===== config.mk =====
export PLATFORM = sky130hd
export DESIGN_NAME = c8dis_frame_mem
export DESIGN_NICKNAME = d
export VERILOG_FILES = /design/src/rtl/c8dis_pkg.sv /design/src/rtl/c8dis_frame_mem.sv
export SDC_FILE = /design/constraint.sdc
export NUM_CORES = 2
export LEC_CHECK = 0
export ABC_AREA = 0
export BUFFER_PORTS_ARGS = -buffer_cell sky130_fd_sc_hd__buf_2
export CORE_AREA = 2 2 428 430
export DETAILED_ROUTE_END_ITERATION = 8
export DIE_AREA = 0 0 430 432
export PLACE_DENSITY = 0.64
export SYNTH_ARGS = -nofsm -noshare
export SYNTH_HDL_FRONTEND = slang
export SYNTH_SLANG_ARGS = --single-unit

===== constraint.sdc =====
create_clock -name clk -period 8.4 [get_ports clk]
set_clock_uncertainty 0.05 [all_clocks]
set_input_delay 0.84 -clock clk [delete_from_list [all_inputs] [get_ports clk]]
set_output_delay 0.84 -clock clk [all_outputs]
set_load 0.005 [all_outputs]

===== src/rtl/c8dis_pkg.sv =====
// Shared types, codes and constants for the CHIP-8 display instruction unit.
// No dependencies; compiled before every other file of the block.
package c8dis_pkg;

  localparam int DEF_SCREEN_WIDTH  = 64;
  localparam int DEF_SCREEN_HEIGHT = 32;
  localparam int DEF_MEM_BYTES     = 4096;

  // Fixed field widths of the request and result beats.
  localparam int REQ_W    = 2;
  localparam int OPCODE_W = 16;
  localparam int ADDR_W   = 12;
  localparam int DATA_W   = 8;
  localparam int PIX_W    = 11;
  localparam int PC_W     = 12;

  localparam logic [PC_W-1:0] PC_START = 12'h200;

  typedef enum logic [REQ_W-1:0] {
    REQ_EXEC   = 2'd0,
    REQ_MEM_WR = 2'd1,
    REQ_PIX_RD = 2'd2
  } c8dis_req_t;

  // Top nibble of the opcode.
  localparam logic [3:0] OP_SYS = 4'h0;
  localparam logic [3:0] OP_JP  = 4'h1;
  localparam logic [3:0] OP_LD  = 4'h6;
  localparam logic [3:0] OP_ADD = 4'h7;
  localparam logic [3:0] OP_LDI = 4'hA;
  localparam logic [3:0] OP_DRW = 4'hD;

  localparam logic [OPCODE_W-1:0] OPC_CLS = 16'h00E0;
  localparam logic [3:0]          VF_IDX  = 4'hF;

  typedef struct packed {
    logic rd_en;
    logic wr_en;
  } c8dis_mem_ctrl_t;

  typedef struct packed {
    logic rd_en;
    logic wr_en;
    logic clr;
  } c8dis_fb_ctrl_t;

endpackage


===== src/rtl/c8dis_frame_mem.sv =====
// Frame memory, one row word per entry, with per-row valid bits so that
// reset and a clear need not write every row. Depends on c8dis_pkg.
module c8dis_frame_mem import c8dis_pkg::*; #(
  parameter int  SCREEN_WIDTH  = DEF_SCREEN_WIDTH,
  parameter int  SCREEN_HEIGHT = DEF_SCREEN_HEIGHT,
  localparam int RW            = $clog2(SCREEN_HEIGHT)
) (
  input  logic                    clk,
  input  logic                    rst_n,
  input  c8dis_fb_ctrl_t          ctrl,
  input  logic [RW-1:0]           rd_addr,
  input  logic [RW-1:0]           wr_addr,
  input  logic [SCREEN_WIDTH-1:0] wr_data,
  output logic [SCREEN_WIDTH-1:0] rd_data
);

  logic [SCREEN_WIDTH-1:0]  mem [SCREEN_HEIGHT];
  logic [SCREEN_WIDTH-1:0]  rd_raw_r;
  logic [SCREEN_HEIGHT-1:0] row_valid_r;
  logic                     rd_valid_r;

  always_ff @(posedge clk) begin
    if (ctrl.wr_en) begin
      mem[wr_addr] <= wr_data;
    end
    if (ctrl.rd_en) begin
      rd_raw_r <= mem[rd_addr];
    end
  end

  always_ff @(posedge clk) begin
    if (!rst_n) begin
      row_valid_r <= '0;
      rd_valid_r  <= 1'b0;
    end else begin
      if (ctrl.clr) begin
        row_valid_r <= '0;
      end else if (ctrl.wr_en) begin
        row_valid_r[wr_addr] <= 1'b1;
      end
      if (ctrl.rd_en) begin
        rd_valid_r <= row_valid_r[rd_addr];
      end
    end
  end

  // A row never written since the last clear reads as dark.
  assign rd_data = rd_valid_r ? rd_raw_r : '0;

endmodule


==> impl_metrics.csv <==
group,metric,value,unit
outcome,status,"complete, no violations",
detailed_routing,wl_met3,14060,µm
timing,max-slew-margin-rel,9.486,%
final_layout,finalNonFillerCells,6109,
pwr,leakage,28.77,nW
hold_path,hold_depth,1,
global_routing,grt_use_total,21.51,%
clock_network,htreeDepth,4,
synth,synthXorXnorAreaFrac,0,%
final_layout,drive_gt1_share,33.16,%
timing,post-route-period-util,42.36,%
setup_path,r2r_start,"mem[27][28]",
setup_path,ff2ff_setup_slack,6.37,ns
synth,synth.top_cell.area_share,78.05,%
floorplan,rows,157,
floorplan,dieHeight,432,µm
hold_path,hp-class,"in2reg",
floorplan,core_area,181700,µm²
synth,synth_compound_area_share,0.8561,%
global_routing,antenna_found_initial,28,
detailed_routing,routed.top_layer,"met5",
floorplan,die_area,185800,µm²
floorplan,initial_core_util,44.72,%
final_layout,areaGrowthSynthToFinish,13.26,%
place,dp.cells,5707,
setup_path,slowest_stage,"buf_4",
clock_network,path_clk_slew,0.06,ns
synth,synthDistinctLibCells,30,
final_layout,finalNetCount,3612,
clock_network,cts_sinks,2145,
setup_path,crit_path_max_fanout,40,
timing,rsz0062_at_grt,"no",
setup_path,max_stage_delay,0.67,ns
place,place.gp.congestion,0.7046,
detailed_routing,first_pass_iters,5,
floorplan,ios,143,
setup_path,cp.arrival,2.67,ns
place,dpl.hpwl,93870,µm
run,drv_cap,0,
timing,period_needed,3.558,ns
timing,finalSetupViolations,0,
place,port_buffers,142,
clock_network,root_buffer,"clkbuf_16",
synth,ys_seq_area_share,78.86,%
detailed_routing,drc,0,
synth,synthAdderAreaFrac,0,%
pwr,power_density,240.9,nW/µm²
hold_path,min_to,"rd_raw_r[43]",
timing,tns,0,ns
setup_path,path_class,"reg2out",
synth,synthTopCellsByArea,"edfxtp_1, mux4_2, mux2_2",
detailed_routing,vias,36740,
detailed_routing,ant_nets,0,
detailed_routing,routedWlPerCell,32.54,µm
synth,yosysTopAreaCell,"edfxtp_1",
clock_network,ctsResizeCount,0,
timing,worstMarginPinSlew,1.352,ns
detailed_routing,drt_wl_total,198800,µm
clock_network,cts_made_buffers,209,
setup_path,crit_required,7.51,ns
clock_network,clock_latency,0.88,ns
synth,synthMuxAreaShare,18.44,%
synth,synthCells,3270,
detailed_routing,vias_per_cell,6.014,
final_layout,fill_cells,13920,
synth,yosys_warnings,0,
synth,postSynthAreaPerCell,24.85,µm²
synth,synth_top_family_by_area,"multiplexers",
detailed_routing,initialDrtViolationCount,4768,
setup_path,ff2ff_path_depth,3,
setup_path,path_cells,"buf_4 -> and2_1 -> buf_2",
synth,synthesis.area,81260,µm²
clock_network,holdBufCountCts,0,
synth,synth-simple-area-share,0.8561,%
detailed_routing,wl_met2,101000,µm
synth,ys_ff_latch,2145,
global_routing,grt_pass1_wl,280400,µm
timing,finalHoldViolCount,0,
clock_network,cts_max_path_buffers,3,
global_routing,grt_overflow_total,0,
detailed_routing,routedLengthMet1,78270,µm
pwr,ir_drop,0.1880,mV
clock_network,post-cts-setup-buffer-count,0,
setup_path,end_kind,"primary output",
global_routing,grt_pass1_vias,37730,
hold_path,hold_start,"ctrl[2]",
timing,holdWs,0.4005,ns
clock_network,cts_tree,"done",
timing,fmax,0.2811,GHz
floorplan,die_w,430,µm
timing,slew_violations,0,
setup_path,rr_endpoint,"rd_raw_r[28]",
setup_path,critPathLaunchType,"flop",
global_routing,grt_max_degree,158,
synth,syn_nets,3349,
per-layer routing:
layer	up-vias	GRT usage, %
li1	14700	-
met5	-	0
met2	1540	36.31
met3	330	3.874
met4	14	6.257
met1	20150	28.78
through the flow:
stage | utilization, % | power, mW | setup slack (ns) | cell area [µm²]
finish | 50.65 | 22.17 | 4.842 | 92030
global route | 50.64 | 22.78 | 4.703 | 92020
CTS | 50.64 | 22.32 | 4.714 | 92010
detailed placement | 46.89 | 13.20 | 4.046 | 85210
global placement | 46.89 | 13.18 | 4.060 | 85210
floorplan | - | 12.79 | 3.655 | 81260
cell usage after synthesis:
cell type,n
nand3b_1,5
or3_1,1
and2_1,64
mux2_2,79
a41o_1,1
o21a_1,32
a221o_1,20
o22ai_1,27
nor2b_1,5
o32ai_1,1
inv_1,1
nand2_1,4
buf_2,50
o21ai_0,1
buf_1,25
dfxtp_1,33
a21o_1,6
buf_4,19
nor2_1,35
mux4_2,600
nand2b_1,5
or2_2,1
clkbuf_1,75
nand3_1,2
o22a_1,1
buf_6,3
or3b_2,3
edfxtp_1,2112
mux2i_1,58
o221ai_1,1
cell type report:
class	instances	area (µm²)	area share (%)
antenna	9	22.52	0.02447
multi-input combinational	952	16620	18.06
inverter	1	3.754	0.004079
clock inverter	140	1389	1.509
tap	2385	2984	3.242
clock buffer	253	5415	5.884
timing repair buffer	224	1516	1.648
sequential	2145	64090	69.63
layout by cell type, fill, tap and decap left out, types with 3 or more instances in the layout:
cell type   Yosys  layout
buf_8           0       5
nand3b_1        5       5
clkbuf_16       0     209
a21o_1          6       6
mux4_2        600     600
or3b_2          3       3
dfxtp_1        33      32
o22ai_1        27      27
clkbuf_1       75      42
inv_6           0       3
nand2_1         4       4
buf_12          0      11
nand2b_1        5       5
mux2_2         79      79
bufinv_16       0      16
diode_2         0       9
edfxtp_1     2112    2112
mux2i_1        58      58
buf_2          50     136
nor2_1         35       3
a221o_1        20      20
clkinvlp_4      0       6
nor2b_1         5       4
and2_1         64      64
clkinv_16       0      12
nor2_4          0      32
o21a_1         32      32
buf_4          19      72
clkinv_2        0      40
clkinv_1        0      60
registers in the layout, indices dropped and copies added (netlist names):
| register | count |
|---|---|
| row_valid_r | 32 |
| mem | 2048 |
| rd_raw_r | 64 |
| rd_valid_r | 1 |
how the worst max path moves through the flow:
stage	cells after the start	slack, ns	end	from
after floorplan	3	3.66	mem[12][0]	wr_addr[0]
after global placement	4	4.06	mem[11][40]	wr_addr[1]
after detailed placement	4	4.05	mem[11][41]	wr_addr[0]
after CTS	3	4.71	rd_data[33]	rd_valid_r
after global routing	3	4.70	rd_data[8]	rd_valid_r
final	3	4.84	rd_data[48]	rd_valid_r
power by group:
group	total (mW)	internal [mW]	leakage [nW]	switching (mW)
registers	12.0	11.9	19.3	0.0516
clock network	9.21	5.13	3.29	4.08
logic	0.985	0.426	6.13	0.559
total	22.2	17.5	28.8	4.69
worst max-delay path: cells and delay by family, from the launching register on:
family,cells,cell delay [ns]
simple gates,1,0.35
flops,1,0.62
buf+inv,2,0.83
cell families (layout without fill, tap and decap cells):
logic type      after synthesis  after routing
mux                         737            737
buf+inv                     173            618
simple gates                125            125
other cells                   0              9
compound gates               90             90
flops                      2145           2145
No activity file was read; power rests on OpenSTA's default activity.
